==> src/rtl/bss_pkg.sv <==
// Shared constants, types and codes for the BMP stream serializer.
`default_nettype none

package bss_pkg;

  // Default dimension register width.
  localparam int DIM_BITS_DEF = 14;

  // Configuration register indexes.
  localparam int CFG_INDEX_BITS = 2;
  localparam logic [CFG_INDEX_BITS-1:0] REG_IMAGE_WIDTH  = 2'd0;
  localparam logic [CFG_INDEX_BITS-1:0] REG_IMAGE_HEIGHT = 2'd1;

  // Register reset values.
  localparam int IMAGE_WIDTH_RESET  = 640;
  localparam int IMAGE_HEIGHT_RESET = 480;

  // Header layout.
  localparam int FILE_HDR_LEN = 14;
  localparam int INFO_HDR_LEN = 40;
  localparam int HDR_LEN      = FILE_HDR_LEN + INFO_HDR_LEN;
  localparam int HDR_IDX_BITS = $clog2(HDR_LEN);
  localparam logic [HDR_IDX_BITS-1:0] HDR_IDX_LAST = HDR_IDX_BITS'(HDR_LEN - 1);

  localparam logic [HDR_IDX_BITS-1:0] OFS_SIG_B  = HDR_IDX_BITS'(0);
  localparam logic [HDR_IDX_BITS-1:0] OFS_SIG_M  = HDR_IDX_BITS'(1);
  localparam logic [HDR_IDX_BITS-1:0] OFS_SIZE   = HDR_IDX_BITS'(2);
  localparam logic [HDR_IDX_BITS-1:0] OFS_OFFSET = HDR_IDX_BITS'(10);
  localparam logic [HDR_IDX_BITS-1:0] OFS_INFO   = HDR_IDX_BITS'(14);
  localparam logic [HDR_IDX_BITS-1:0] OFS_WIDTH  = HDR_IDX_BITS'(18);
  localparam logic [HDR_IDX_BITS-1:0] OFS_HEIGHT = HDR_IDX_BITS'(22);
  localparam logic [HDR_IDX_BITS-1:0] OFS_PLANES = HDR_IDX_BITS'(26);
  localparam logic [HDR_IDX_BITS-1:0] OFS_BPP    = HDR_IDX_BITS'(28);

  localparam logic [7:0] SIG_B      = 8'h42;  // 'B'
  localparam logic [7:0] SIG_M      = 8'h4D;  // 'M'
  localparam logic [7:0] NUM_PLANES = 8'd1;
  localparam logic [7:0] BPP        = 8'(8 * 3);

  // One pixel request as handed to the byte sequencer.
  typedef struct packed {
    logic [7:0] blue;
    logic [7:0] green;
    logic [7:0] red;
    logic       hdr;         // header goes out ahead of this pixel
    logic [1:0] pad;         // zero bytes after this pixel
    logic       frame_done;  // last pixel of the file
  } bss_item_t;

  typedef enum logic [2:0] {
    ST_IDLE,
    ST_HDR,
    ST_BLUE,
    ST_GREEN,
    ST_RED,
    ST_PAD
  } seq_state_t;

endpackage

`default_nettype wire

==> src/rtl/bmp_stream_serializer.sv <==
// Top level of the BMP stream serializer.
`default_nettype none

// Turns RGB pixels, given in row order, into the byte stream of a 24-bit
// uncompressed BMP file, one byte per cycle on the output channel. The first
// pixel of a frame is preceded by the 54-byte header (signature, file size,
// data offset, info header with width, height, one plane, 24 bpp); each pixel
// goes out as blue, green, red, and the last pixel of a row is followed by
// zero bytes up to a multiple of four. run_last marks the final byte of each
// pixel request and frame_end the final byte of the file. Rate: the byte
// sequencer emits one byte per cycle unless the output stalls; a pixel is 3
// bytes, plus (width mod 4) padding bytes at row end and 54 header bytes at
// frame start. A one-deep pixel register in front of the sequencer takes the
// next request while the current one is still being sent, so back-to-back
// pixels stream with no gap. Configuration (index 0 width, index 1 height)
// is to be written only while the block is idle; the block does not enforce
// it. The file size is derived from the dimensions through a registered 32x32 multiply.
module bmp_stream_serializer #(
  parameter int DIM_BITS = bss_pkg::DIM_BITS_DEF
) (
  input  logic                               clk,
  input  logic                               rst,
  // configuration write port
  input  logic                               cfg_write,
  input  logic [bss_pkg::CFG_INDEX_BITS-1:0] cfg_index,
  input  logic [DIM_BITS-1:0]                cfg_data,
  // pixel requests
  input  logic                               pixel_valid,
  output logic                               pixel_stall,
  input  logic [7:0]                         red,
  input  logic [7:0]                         green,
  input  logic [7:0]                         blue,
  // file bytes
  output logic                               byte_valid,
  input  logic                               byte_stall,
  output logic [7:0]                         data_byte,
  output logic                               run_last,
  output logic                               frame_end
);
  import bss_pkg::*;

  logic [DIM_BITS-1:0] width;
  logic [DIM_BITS-1:0] height;
  logic [31:0]         file_size;
  logic                item_valid;
  logic                item_take;
  bss_item_t           item;

  // width/height registers and header file size
  bss_cfg_regs #(.DIM_BITS(DIM_BITS)) u_cfg (
    .clk       (clk),
    .rst       (rst),
    .cfg_write (cfg_write),
    .cfg_index (cfg_index),
    .cfg_data  (cfg_data),
    .width     (width),
    .height    (height),
    .file_size (file_size)
  );

  // input register; decides header, padding and frame end per pixel
  bss_frame_ctrl #(.DIM_BITS(DIM_BITS)) u_frame (
    .clk         (clk),
    .rst         (rst),
    .pixel_valid (pixel_valid),
    .pixel_stall (pixel_stall),
    .red         (red),
    .green       (green),
    .blue        (blue),
    .width       (width),
    .height      (height),
    .item_valid  (item_valid),
    .item        (item),
    .item_take   (item_take)
  );

  // one byte per cycle into the output register unless the output stalls
  bss_byte_seq #(.DIM_BITS(DIM_BITS)) u_seq (
    .clk        (clk),
    .rst        (rst),
    .item_valid (item_valid),
    .item       (item),
    .item_take  (item_take),
    .width      (width),
    .height     (height),
    .file_size  (file_size),
    .byte_valid (byte_valid),
    .byte_stall (byte_stall),
    .data_byte  (data_byte),
    .run_last   (run_last),
    .frame_end  (frame_end)
  );

endmodule

`default_nettype wire

==> src/rtl/bss_cfg_regs.sv <==
// Dimension registers and the derived file size for the BMP header.
`default_nettype none

module bss_cfg_regs #(
  parameter int DIM_BITS = bss_pkg::DIM_BITS_DEF
) (
  input  logic                               clk,
  input  logic                               rst,
  input  logic                               cfg_write,
  input  logic [bss_pkg::CFG_INDEX_BITS-1:0] cfg_index,
  input  logic [DIM_BITS-1:0]                cfg_data,
  output logic [DIM_BITS-1:0]                width,
  output logic [DIM_BITS-1:0]                height,
  output logic [31:0]                        file_size
);
  import bss_pkg::*;

  localparam int RBW = DIM_BITS + 3;

  logic [RBW-1:0] row_bytes_full;
  logic [31:0]    row_bytes;
  logic [31:0]    data_bytes;

  // padded row = 3*w + (w mod 4)
  assign row_bytes_full = RBW'(width) + (RBW'(width) << 1) + RBW'(width[1:0]);

  always_ff @(posedge clk) begin
    if (rst) begin
      width  <= DIM_BITS'(IMAGE_WIDTH_RESET);
      height <= DIM_BITS'(IMAGE_HEIGHT_RESET);
    end else if (cfg_write) begin
      case (cfg_index)
        REG_IMAGE_WIDTH:  width  <= cfg_data;
        REG_IMAGE_HEIGHT: height <= cfg_data;
        default: ;
      endcase
    end
  end

  // Three stages: row bytes, data bytes, then file size.
  always_ff @(posedge clk) begin
    row_bytes  <= 32'(row_bytes_full);
    data_bytes <= row_bytes * 32'(height);
    file_size  <= data_bytes + 32'(HDR_LEN);
  end

endmodule

`default_nettype wire

==> src/rtl/bss_frame_ctrl.sv <==
// Pixel input register with row and frame position tracking.
`default_nettype none

module bss_frame_ctrl #(
  parameter int DIM_BITS = bss_pkg::DIM_BITS_DEF
) (
  input  logic                  clk,
  input  logic                  rst,
  input  logic                  pixel_valid,
  output logic                  pixel_stall,
  input  logic [7:0]            red,
  input  logic [7:0]            green,
  input  logic [7:0]            blue,
  input  logic [DIM_BITS-1:0]   width,
  input  logic [DIM_BITS-1:0]   height,
  output logic                  item_valid,
  output bss_pkg::bss_item_t    item,
  input  logic                  item_take
);
  import bss_pkg::*;

  logic [DIM_BITS-1:0] column_count;
  logic [DIM_BITS-1:0] row_count;
  logic                accept;
  logic                row_end;
  logic                last_row;

  assign pixel_stall = item_valid && !item_take;
  assign accept      = pixel_valid && !pixel_stall;

  // count+1 compared one bit wider so an all-ones count cannot wrap
  assign row_end  = ({1'b0, column_count} + 1'b1) >= {1'b0, width};
  assign last_row = ({1'b0, row_count} + 1'b1) >= {1'b0, height};

  always_ff @(posedge clk) begin
    if (rst) begin
      item_valid   <= 1'b0;
      column_count <= '0;
      row_count    <= '0;
    end else begin
      if (accept) begin
        item_valid <= 1'b1;
        if (row_end) begin
          column_count <= '0;
          row_count    <= last_row ? '0 : row_count + 1'b1;
        end else begin
          column_count <= column_count + 1'b1;
        end
      end else if (item_take) begin
        item_valid <= 1'b0;
      end
    end
  end

  always_ff @(posedge clk) begin
    if (accept) begin
      item.blue       <= blue;
      item.green      <= green;
      item.red        <= red;
      item.hdr        <= (column_count == '0) && (row_count == '0);
      item.pad        <= row_end ? width[1:0] : 2'd0;
      item.frame_done <= row_end && last_row;
    end
  end

endmodule

`default_nettype wire

==> src/rtl/bss_byte_seq.sv <==
// Byte sequencer: header, pixel bytes and row padding into the output register.
`default_nettype none

module bss_byte_seq #(
  parameter int DIM_BITS = bss_pkg::DIM_BITS_DEF
) (
  input  logic                clk,
  input  logic                rst,
  input  logic                item_valid,
  input  bss_pkg::bss_item_t  item,
  output logic                item_take,
  input  logic [DIM_BITS-1:0] width,
  input  logic [DIM_BITS-1:0] height,
  input  logic [31:0]         file_size,
  output logic                byte_valid,
  input  logic                byte_stall,
  output logic [7:0]          data_byte,
  output logic                run_last,
  output logic                frame_end
);
  import bss_pkg::*;

  function automatic logic [7:0] hdr_byte(input logic [HDR_IDX_BITS-1:0] idx,
                                          input logic [31:0] fsize,
                                          input logic [31:0] w32,
                                          input logic [31:0] h32);
    logic [1:0]  lane;
    logic [31:0] word;
    logic [7:0]  b;
    // all 32-bit fields start at an offset of 2 mod 4
    lane = idx[1:0] - 2'd2;
    word = '0;
    b    = '0;
    if (idx >= OFS_SIZE && idx < OFS_SIZE + 4)
      word = fsize;
    else if (idx >= OFS_WIDTH && idx < OFS_WIDTH + 4)
      word = w32;
    else if (idx >= OFS_HEIGHT && idx < OFS_HEIGHT + 4)
      word = h32;
    b = word[lane*8 +: 8];
    if (idx == OFS_SIG_B)  b = SIG_B;
    if (idx == OFS_SIG_M)  b = SIG_M;
    if (idx == OFS_OFFSET) b = 8'(HDR_LEN);
    if (idx == OFS_INFO)   b = 8'(INFO_HDR_LEN);
    if (idx == OFS_PLANES) b = NUM_PLANES;
    if (idx == OFS_BPP)    b = BPP;
    return b;
  endfunction

  seq_state_t              state, state_next;
  logic [HDR_IDX_BITS-1:0] hdr_idx, hdr_idx_next;
  logic [1:0]              pad_left, pad_left_next;
  bss_item_t               cur;

  logic       adv;
  logic       emit;
  logic [7:0] emit_byte;
  logic       emit_last;
  logic       emit_fend;
  seq_state_t load_state;

  assign adv        = !byte_valid || !byte_stall;
  assign load_state = item.hdr ? ST_HDR : ST_BLUE;

  // outputs
  always_comb begin
    emit      = 1'b0;
    emit_byte = '0;
    emit_last = 1'b0;
    emit_fend = 1'b0;
    item_take = 1'b0;
    case (state)
      ST_IDLE: begin
        item_take = item_valid;
      end
      ST_HDR: begin
        emit      = adv;
        emit_byte = hdr_byte(hdr_idx, file_size, 32'(width), 32'(height));
      end
      ST_BLUE: begin
        emit      = adv;
        emit_byte = cur.blue;
      end
      ST_GREEN: begin
        emit      = adv;
        emit_byte = cur.green;
      end
      ST_RED: begin
        emit      = adv;
        emit_byte = cur.red;
        if (cur.pad == 2'd0) begin
          emit_last = 1'b1;
          emit_fend = cur.frame_done;
          item_take = adv && item_valid;
        end
      end
      ST_PAD: begin
        emit = adv;
        if (pad_left == 2'd1) begin
          emit_last = 1'b1;
          emit_fend = cur.frame_done;
          item_take = adv && item_valid;
        end
      end
      default: ;
    endcase
  end

  // next state
  always_comb begin
    state_next    = state;
    hdr_idx_next  = hdr_idx;
    pad_left_next = pad_left;
    case (state)
      ST_IDLE: begin
        if (item_valid) begin
          state_next   = load_state;
          hdr_idx_next = '0;
        end
      end
      ST_HDR: begin
        if (adv) begin
          if (hdr_idx == HDR_IDX_LAST) state_next = ST_BLUE;
          else hdr_idx_next = hdr_idx + 1'b1;
        end
      end
      ST_BLUE: begin
        if (adv) state_next = ST_GREEN;
      end
      ST_GREEN: begin
        if (adv) state_next = ST_RED;
      end
      ST_RED: begin
        if (adv) begin
          if (cur.pad == 2'd0) begin
            state_next   = item_valid ? load_state : ST_IDLE;
            hdr_idx_next = '0;
          end else begin
            state_next    = ST_PAD;
            pad_left_next = cur.pad;
          end
        end
      end
      ST_PAD: begin
        if (adv) begin
          if (pad_left == 2'd1) begin
            state_next   = item_valid ? load_state : ST_IDLE;
            hdr_idx_next = '0;
          end else begin
            pad_left_next = pad_left - 1'b1;
          end
        end
      end
      default: state_next = ST_IDLE;
    endcase
  end

  always_ff @(posedge clk) begin
    if (rst) begin
      state      <= ST_IDLE;
      byte_valid <= 1'b0;
    end else begin
      state <= state_next;
      if (adv) byte_valid <= emit;
    end
  end

  always_ff @(posedge clk) begin
    hdr_idx  <= hdr_idx_next;
    pad_left <= pad_left_next;
    if (item_take) cur <= item;
    if (emit) begin
      data_byte <= emit_byte;
      run_last  <= emit_last;
      frame_end <= emit_fend;
    end
  end

endmodule

`default_nettype wire

==> config.mk <==
export PLATFORM = sky130hd
export DESIGN_NAME = bmp_stream_serializer
export DESIGN_NICKNAME = d
export VERILOG_FILES = /design/src/rtl/bss_pkg.sv /design/src/rtl/bmp_stream_serializer.sv /design/src/rtl/bss_cfg_regs.sv /design/src/rtl/bss_frame_ctrl.sv /design/src/rtl/bss_byte_seq.sv
export SDC_FILE = /design/constraint.sdc
export NUM_CORES = 1
export LEC_CHECK = 0
export BUFFER_PORTS_ARGS = -buffer_cell sky130_fd_sc_hd__buf_2
export CAP_MARGIN = 20
export CORE_MARGIN = 2
export CORE_UTILIZATION = 37
export DETAILED_ROUTE_END_ITERATION = 6
export PLACE_DENSITY = 0.51
export SYNTH_ARGS = -nofsm -noshare
export SYNTH_HDL_FRONTEND = slang
export SYNTH_SLANG_ARGS = --single-unit
export TNS_END_PERCENT = 20
==> constraint.sdc <==
create_clock -name clk -period 7.4 [get_ports clk]
set_input_delay 1.85 -clock clk [delete_from_list [all_inputs] [get_ports clk]]
set_output_delay 1.85 -clock clk [all_outputs]
set_load 0.05 [all_outputs]
# Yosys cells after proc, flatten, opt, wreduce, memory -nomap -nowiden
# Index checks and enable logic that the tools add are counted.
[totals]
ff_bits = 215
wordCells = 150
[op_classes]
add_sub_neg = 10
multipliers = 1
n_lt_le_gt_ge = 8
eq_ne = 25
shift = 1
mux = 50
n_reduce_logical = 29
[ops]
columns = ["operator", "n"]
rows = [
  ["32-bit 2-to-1 mux", 3],
  ["8-bit 2-to-1 mux", 6],
  ["14-bit 2-to-1 mux", 3],
  ["6-bit 2-to-1 mux", 7],
  ["32-bit by 6-bit adder with 32-bit output (second input constant)", 1],
  ["8-bit case mux with 4 select lines", 1],
  ["32-bit by 6-bit variable part select with 8-bit output", 1],
  ["17-bit by 14-bit multiplier with 31-bit output", 1],
  ["14-bit by 1-bit adder with 15-bit output (second input constant)", 2],
  ["15-bit by 14-bit >= comparator with 1-bit output", 2],
  ["3-bit 2-to-1 mux", 10],
  ["14-bit by 1-bit adder with 14-bit output (second input constant)", 2],
  ["14-bit logical NOT", 2],
  ["6-bit case mux with 4 select lines", 1],
  ["3-bit case mux with 6 select lines", 1],
  ["17-bit by 2-bit adder with 17-bit output", 1],
  ["14-bit by 15-bit adder with 16-bit output", 1],
  ["2-bit by 1-bit inequality test with 1-bit output (second input constant)", 8],
  ["8-bit AND reduction", 2],
  ["6-bit by 4-bit == test with 1-bit output (second input constant)", 2],
  ["6-bit by 5-bit == test with 1-bit output (second input constant)", 2],
  ["6-bit by 5-bit >= comparator with 1-bit output (second input constant)", 2],
  ["6-bit by 5-bit < comparator with 1-bit output (second input constant)", 2],
  ["2-bit 2-to-1 mux", 5],
  ["other kinds (27)", 56],
]

# Logic depth before layout (Yosys ltp)
# Gate-level depths: netlist of run 1.
[logic_depth]
word_depth = 14
depth_mapped = 26
mapped_depth_nobuf = 24

# By module
# Synthesis of run 1 repeated with hierarchy kept, for this count alone.
[unflattened]
cells_unflattened = 1843
area_unflattened_um2 = 17215.3
[modules_own_cells]
columns = ["module", "n_inst", "cells_each", "area_each_um2", "seq_area_each_um2"]
rows = [
  ["bss_cfg_regs", 1, 1169, 10585.2, 2021.9],
  ["bss_frame_ctrl", 1, 375, 3504.6, 1421.4],
  ["bss_byte_seq", 1, 299, 3125.5, 1431.4],
]

# Least setup slack after synthesis of run 1
# No wires, ideal clock.
[synth_path]
path_type = "flip-flop to flip-flop"
startpoint = "register u_cfg.height[13]"
endpoint = "register u_cfg.data_bytes[29]"
setup_time_ps = 72
arrival_ps = 5980
required_ps = 7328
setup_slack_ps = 1348
path_stages_with_launch = 23
synth_period_minus_slack_ps = 6052
path_cell_list = "dfxtp_1 clkbuf_1 clkbuf_1 nand2_1 fa_1 fa_1 inv_1 fa_1 fa_1 fa_1 inv_1 fa_1 inv_1 ha_1 a21oi_1 nand2_1 a221oi_1 o21ai_1 a211o_1 a21oi_1 o21bai_1 a21oi_1 xnor2_1"
[synth_via]
elab_chain_cells = 1
[synth_rtl]
columns = ["item", "line", "source"]
rows = [
  ["start, declared", "bss_cfg_regs.sv:13", "output logic [DIM_BITS-1:0] height,"],
  ["start signal, assigned", "bss_cfg_regs.sv:30", "height <= DIM_BITS'(IMAGE_HEIGHT_RESET);"],
  ["start signal, assigned", "bss_cfg_regs.sv:34", "REG_IMAGE_HEIGHT: height <= cfg_data;"],
  ["17-bit by 14-bit multiplier with 31-bit output", "bss_cfg_regs.sv:43", "data_bytes <= row_bytes * 32'(height);"],
  ["end signal, assigned", "bss_cfg_regs.sv:43", ""],
  ["end, declared", "bss_cfg_regs.sv:22", "logic [31:0] data_bytes;"],
]
# No other way between the ends.
# A chain may end at the register's enable or synchronous reset.

# Worst setup path in the final report of run 1
[layout_path]
startpoint = "register u_cfg.height[4]"
endpoint = "register u_cfg.data_bytes[29]"
# The elaborated chain is that of the path after synthesis.

==> flow_summary.yaml, run 1 <==
grt:
  grt_max_degree: 56
  grt_antenna_before_repair: 0
  grt_pass1_vias: 12866
  grt_pass1_wl_um: 71000
  overflow: 0
  grt_use_total_pct: 18.8
detailed_routing:
  ant_nets: 0
  wl_per_cell_um: 18.0
  drc: 0
  via_count: 12840
  wirelength_um: 45200
  avgViaCountPerCell: 5.11
  drt-pass1-iter-count: 5
  drt_iter0_drc: 808
setup_path:
  cp_max_fo: 19
  critical_path.max_stage_delay_ps: 540
  critical_path_arrival_ps: 7110
  rr_worst_depth: 24
  required_ps: 7870
  slowest_stage: "dfxtp_1"
  path_cells: "and2_1, fa_1, inv_1, fa_1, inv_1, fa_1, inv_1, fa_1, inv_1, fa_1, inv_1, fa_1, inv_1, ha_1, a21o_1, a21oi_1, nand3_1, a221oi_1, o21ai_1, a211o_1, a21oi_1, o21bai_1, a21oi_1, xnor2_1"
  crit_start: "u_cfg.height[4]"
  r2r_start: "u_cfg.height[4]"
  critPathBufInv: 6
  crit_family: "adder cells"
  worstSetupEndpointType: "flop"
  start_kind: "flop"
  crit_type: "flop to flop"
  r2r_end: "u_cfg.data_bytes[29]"
  ff2ff_setup_slack_ps: 760
synthesis:
  synthTopCellsByArea: "fa_1, dfxtp_1, edfxtp_1"
  yosysMostFrequentCell: "nand2_1"
  ys_ff_latch: 211
  synth_nets: 2221
  synthMuxAreaShare_pct: 1.02
  syn_area_sq_um: 17400
  ys_async_sr_fraction_pct: 0
  synthXorXnorAreaFrac_pct: 5.30
  synth_compound_area_share_pct: 10.5
  ys_seq_area_share_pct: 28.6
  syn_area_per_cell_sq_um: 9.33
  synth_common_cells: "nand2_1, inv_1, fa_1"
  synth.distinct_cells: 72
  synth_top_family_by_area: "adder cells"
  yosys_warnings: 0
  yosysTopAreaCellShare_pct: 19.1
  syn_inst: 1861
  synth_fa_ha_area_share_pct: 29.9
  synth-edff-count: 73
  synth-main-ff-cell: "dfxtp_1"
  synth_largest_area_cell: "fa_1"
  yosys.area_share.simple_pct: 17.6
timing:
  setup_viol: 0
  relSlewSlack_pct: 27.4
  clock_skew_ps: 13.0
  tightest_slew_ps: 1090
  drv_slew: 0
  hold_violations: 0
  finalCriticalPeriod_ps: 6640
  fin_crit_sh_pct: 89.7
  rsz0062_at_grt: "false"
  fmax_ghz: 0.151
  tns_ps: 0
placed_design:
  hpwl_um: 35200
  io_buffers: 56
  gp_congestion: 0.871
  placed_cell_area_sq_um: 18300
power:
  seq_power_share_pct: 31.3
  ir_drop_v: 0.000221
  leakage_uw: 0.00888
  powerDensity_nw_per_um2: 277
  swShare_pct: 39.7
  p_int_uw: 3210
  p_clk_share_pct: 24.8
  pwr-share-comb_pct: 43.9
  p_sw_uw: 2110
clock_network:
  h-tree-depth: 1
  clk_pin_slew_worst_paths_ps: 60
  post_cts_buffers: 0
  cts-buffers-inserted: 25
  cts_tree: "yes"
  cts-root-buf: "clkbuf_16"
  worst_skew_pair.late_latency_ps: 550
  clk_path_buf_depth: 3
  cts_hold_buf: 0
  clkSinkCount: 211
  cts-resized-gates: 0
floorplanning:
  die_y_um: 221
  dieWidth_um: 221
  die_area_sq_um: 48700
  io_pins: 57
  core-area_sq_um: 46500
  fp-row-count: 79
  initial_core_util_pct: 37.4
worst_hold_path:
  min_to: "u_seq.cur[23]"
  hold_path.class: "flop to flop"
  worstHoldPathCells: 0
  min_from: "u_frame.item[23]"
final_layout:
  final-seq-area_sq_um: 4950
  n_fill_cell: 4580
  n_antenna_cell: 0
  area_delta_synth_final_pct: 10.6
  drive_gt1_share_pct: 7.66
  multi_input_area_sq_um: 11200
  finalNetCount: 2247
  final_area_sq_um: 19200
flow_run:
  drv_cap: 0
outcome:
  status: "finished, final reports clean"
stage by stage:
step	worst slack [ps]	power, uW	std cells	utilization (%)	hold WS, ps
finish	760	5320	2513	41.3	416
global route	353	5740	2513	41.3	425
CTS	720	5380	2512	41.3	417
detailed placement	736	4030	2466	39.3	405
global placement	771	4010	2465	39.3	402
floorplan	1350	3380	1861	-	372
worst max-delay path by stage:
stage / end / slack (ps) / cells after the start
floorplan: u_cfg.data_bytes[29] / 1350 / 22
global placement: u_cfg.data_bytes[29] / 770 / 24
detailed placement: u_cfg.data_bytes[29] / 740 / 24
CTS: u_cfg.data_bytes[29] / 720 / 24
global route: u_cfg.data_bytes[29] / 350 / 24
finish: u_cfg.data_bytes[29] / 760 / 24
layer usage:
metal / up-vias / part of all wire, % / global-route usage, %
met5: - / 0 / 0
met4: 0 / 2.7 / 5.38
met3: 68 / 4.5 / 2.56
met2: 254 / 46 / 30.5
met1: 6301 / 47 / 26.1
li1: 6217 / - / -
registers in the layout (all words and copies together) (netlist names), 16 cells and up:
signal and cells:
u_cfg.row_bytes 16, u_cfg.data_bytes 30, u_frame.item 28, u_cfg.file_size 31, u_seq.cur 27
kinds of logic (layout without fill, tap and decap cells):
family,Yosys count,in the layout
compound gates,273,273
xor+xnor,105,105
fa+ha+maj,315,315
buf+inv,325,370
flops,211,211
mux,15,15
simple gates,617,617
cell usage in the layout, fill, tap and decap left out, types with 28 or more instances in the layout:
| master | synthesis | routed |
|---|---|---|
| nand2_1 | 250 | 250 |
| nand3_1 | 39 | 39 |
| o21ai_0 | 33 | 33 |
| inv_1 | 238 | 238 |
| buf_4 | 0 | 28 |
| xnor2_1 | 74 | 74 |
| and2_1 | 108 | 108 |
| edfxtp_1 | 73 | 73 |
| dfxtp_1 | 138 | 138 |
| xor2_1 | 31 | 31 |
| a21oi_1 | 86 | 86 |
| fa_1 | 166 | 166 |
| and3_1 | 33 | 33 |
| buf_2 | 3 | 56 |
| ha_1 | 149 | 149 |
| nor2_1 | 75 | 74 |
power groups by stage:
stage / Sequential, uW / Combinational (uW) / Clock, uW
floorplan: 1670 / 1710 / 0
global placement: 1680 / 2320 / 0
detailed placement: 1690 / 2340 / 0
CTS: 1660 / 2370 / 1350
global route: 1700 / 2650 / 1400
finish: 1670 / 2340 / 1320
final cells by class:
class / count / area share (%)
Clock buffer: 32 / 3.80
Multi-Input combinational cell: 1325 / 58.2
Inverter: 239 / 4.68
Tap cell: 607 / 3.96
Clock inverter: 14 / 0.880
Sequential cell: 211 / 25.8
Timing Repair Buffer: 85 / 2.62
No activity file was read; power rests on OpenSTA's default activity.
==> run 2: changes to the inputs <==
--- a/config.mk
+++ b/config.mk
@@ -10,6 +10,7 @@
 export CORE_MARGIN = 2
 export CORE_UTILIZATION = 37
 export DETAILED_ROUTE_END_ITERATION = 6
+export GPL_TIMING_DRIVEN = 0
 export PLACE_DENSITY = 0.51
 export SYNTH_ARGS = -nofsm -noshare
 export SYNTH_HDL_FRONTEND = slang
==> flow_summary.yaml, run 2 (synthesis gave the netlist of run 1 again) <==
detailed_routing:
  drt_iter0_drc: 780
  via_count: 13116
  wirelength_um: 46900
  drc: 0
  ant_nets: 0
  wl_per_cell_um: 18.3
  avgViaCountPerCell: 5.11
  drt-pass1-iter-count: 7
worst_hold_path:
  worstHoldPathCells: 0
  min_from: "u_frame.item[1]"
  min_to: "u_seq.cur[1]"
  hold_path.class: "flop to flop"
setup_path:
  ff2ff_setup_slack_ps: 290
  r2r_start: "u_cfg.height[6]"
  worstSetupEndpointType: "flop"
  start_kind: "flop"
  crit_type: "flop to flop"
  required_ps: 7850
  cp_max_fo: 10
  critical_path_arrival_ps: 7560
  r2r_end: "u_cfg.data_bytes[29]"
  rr_worst_depth: 22
timing:
  fmax_ghz: 0.141
  fin_crit_sh_pct: 96.1
  relSlewSlack_pct: 38.1
  tns_ps: 0
  setup_viol: 0
  finalCriticalPeriod_ps: 7110
  drv_slew: 0
  rsz0062_at_grt: "false"
  clock_skew_ps: 18.1
  hold_violations: 0
  tightest_slew_ps: 921
floorplanning:
  initial_core_util_pct: 37.4
  die_y_um: 221
  dieWidth_um: 221
  fp-row-count: 79
  die_area_sq_um: 48700
  core-area_sq_um: 46500
  io_pins: 57
grt:
  grt_max_degree: 38
  grt_pass1_vias: 13062
  overflow: 0
  grt_use_total_pct: 19.7
  grt_pass1_wl_um: 73900
  grt_antenna_before_repair: 0
power:
  powerDensity_nw_per_um2: 272
  pwr-share-comb_pct: 45.8
  p_clk_share_pct: 23.6
  seq_power_share_pct: 30.6
  leakage_uw: 0.00884
  p_sw_uw: 2110
  swShare_pct: 40.3
  p_int_uw: 3130
  p_total_uw: 5250
  ir_drop_v: 0.000203
final_layout:
  final_common_cell: "nand2_1"
  finalNetCount: 2301
  area_delta_synth_final_pct: 10.9
  top_register: "u_cfg.file_size"
  largest_reg_flops: 31
  final_cell_mix: "nand2_1, inv_1, fa_1"
  reg_top3: "u_cfg.file_size (31), u_cfg.data_bytes (30), u_frame.item (28)"
  drive_gt1_share_pct: 6.58
  final_area_sq_um: 19200
  n_antenna_cell: 0
clock_network:
  cts_tree: "yes"
  worst_skew_pair.late_latency_ps: 550
  h-tree-depth: 1
  cts-buffers-inserted: 25
  clk_path_buf_depth: 3
  clkSinkCount: 211
  cts-root-buf: "clkbuf_16"
  clk_pin_slew_worst_paths_ps: 60
  post_cts_buffers: 0
placed_design:
  hpwl_um: 36800
  placed_cell_area_sq_um: 18400
  gp_congestion: 0.902
  io_buffers: 55
flow_run:
  drv_cap: 0
outcome:
  status: "finished, final reports clean"
==> run 2: cell types whose count changed in the layout (fill, tap and decap cells not counted), sizes merged <==
cell,previous run,this run
buf,85,70
inv,241,242
clkbuf,32,99
clkinvlp,2,4
bufinv,3,2
==> run 2: how the worst max path moves through the flow <==
stage                     startpoint              endpoint  slack [ps]
floorplan           u_cfg.height[13]  u_cfg.data_bytes[29]        1350
global placement    u_cfg.height[13]  u_cfg.data_bytes[29]          50
detailed placement  u_cfg.height[13]  u_cfg.data_bytes[29]           6
CTS                 u_cfg.height[13]  u_cfg.data_bytes[29]           5
global route         u_cfg.height[6]  u_cfg.data_bytes[29]          50
finish               u_cfg.height[6]  u_cfg.data_bytes[29]         290
==> run 2: power by group through the flow <==
| stage | combinational, uW | sequential (uW) | clock, uW |
|---|---|---|---|
| floorplan | 1710 | 1670 | 0 |
| global placement | 2380 | 1630 | 0 |
| detailed placement | 2390 | 1630 | 0 |
| CTS | 2410 | 1600 | 1270 |
| global route | 2720 | 1630 | 1320 |
| finish | 2400 | 1600 | 1240 |
==> run 2: stage by stage <==
step | utilization [%] | setup WS (ps) | hold WS [ps] | cells
final | 41.4 | 292 | 419 | 2567
after global routing | 41.4 | 48.9 | 423 | 2567
after CTS | 41.4 | 5.45 | 419 | 2570
after detailed placement | 39.6 | 5.99 | 405 | 2524
after global placement | 39.6 | 45.6 | 403 | 2523
after floorplan | - | 1350 | 372 | 1861
==> run 2: metal layers <==
metal / global-route usage [%] / up-vias / part of all wire (%)
li1: - / 6345 / -
met1: 28.3 / 6427 / 47
met2: 31.5 / 288 / 45
met3: 2.63 / 56 / 4.8
met4: 4.69 / 0 / 2.4
met5: 0 / - / 0
==> run 2: timing repair <==
item,in CTS,in global routing
endpoints found under the setup margin,0,3
hold buffers,0,0
resized for setup,0,12
==> run 2: area by class of cell <==
| class | instances | area, sq um |
|---|---|---|
| tap | 607 | 759 |
| timing repair buffer | 57 | 298 |
| buffer | 82 | 327 |
| sequential | 211 | 4950 |
| clock buffer | 30 | 674 |
| fill | 4730 | 27200 |
| multi-input combinational | 1325 | 11200 |
| clock inverter | 16 | 163 |
| inverter | 239 | 897 |
==> run 2: critical path, cell delays in order, from the launching register on <==
cell      delay (ps)
dfxtp_1          310
clkbuf_1         550
clkbuf_1         510
nand2_1          150
fa_1             510
fa_1             530
inv_1             50
fa_1             470
fa_1             530
fa_1             540
inv_1             50
fa_1             540
inv_1             50
ha_1             360
a21oi_1          180
nand2_1           70
a221oi_1         430
o21ai_1          230
a211o_1          310
a21oi_1          220
o21bai_1          80
a21oi_1          170
xnor2_1          150
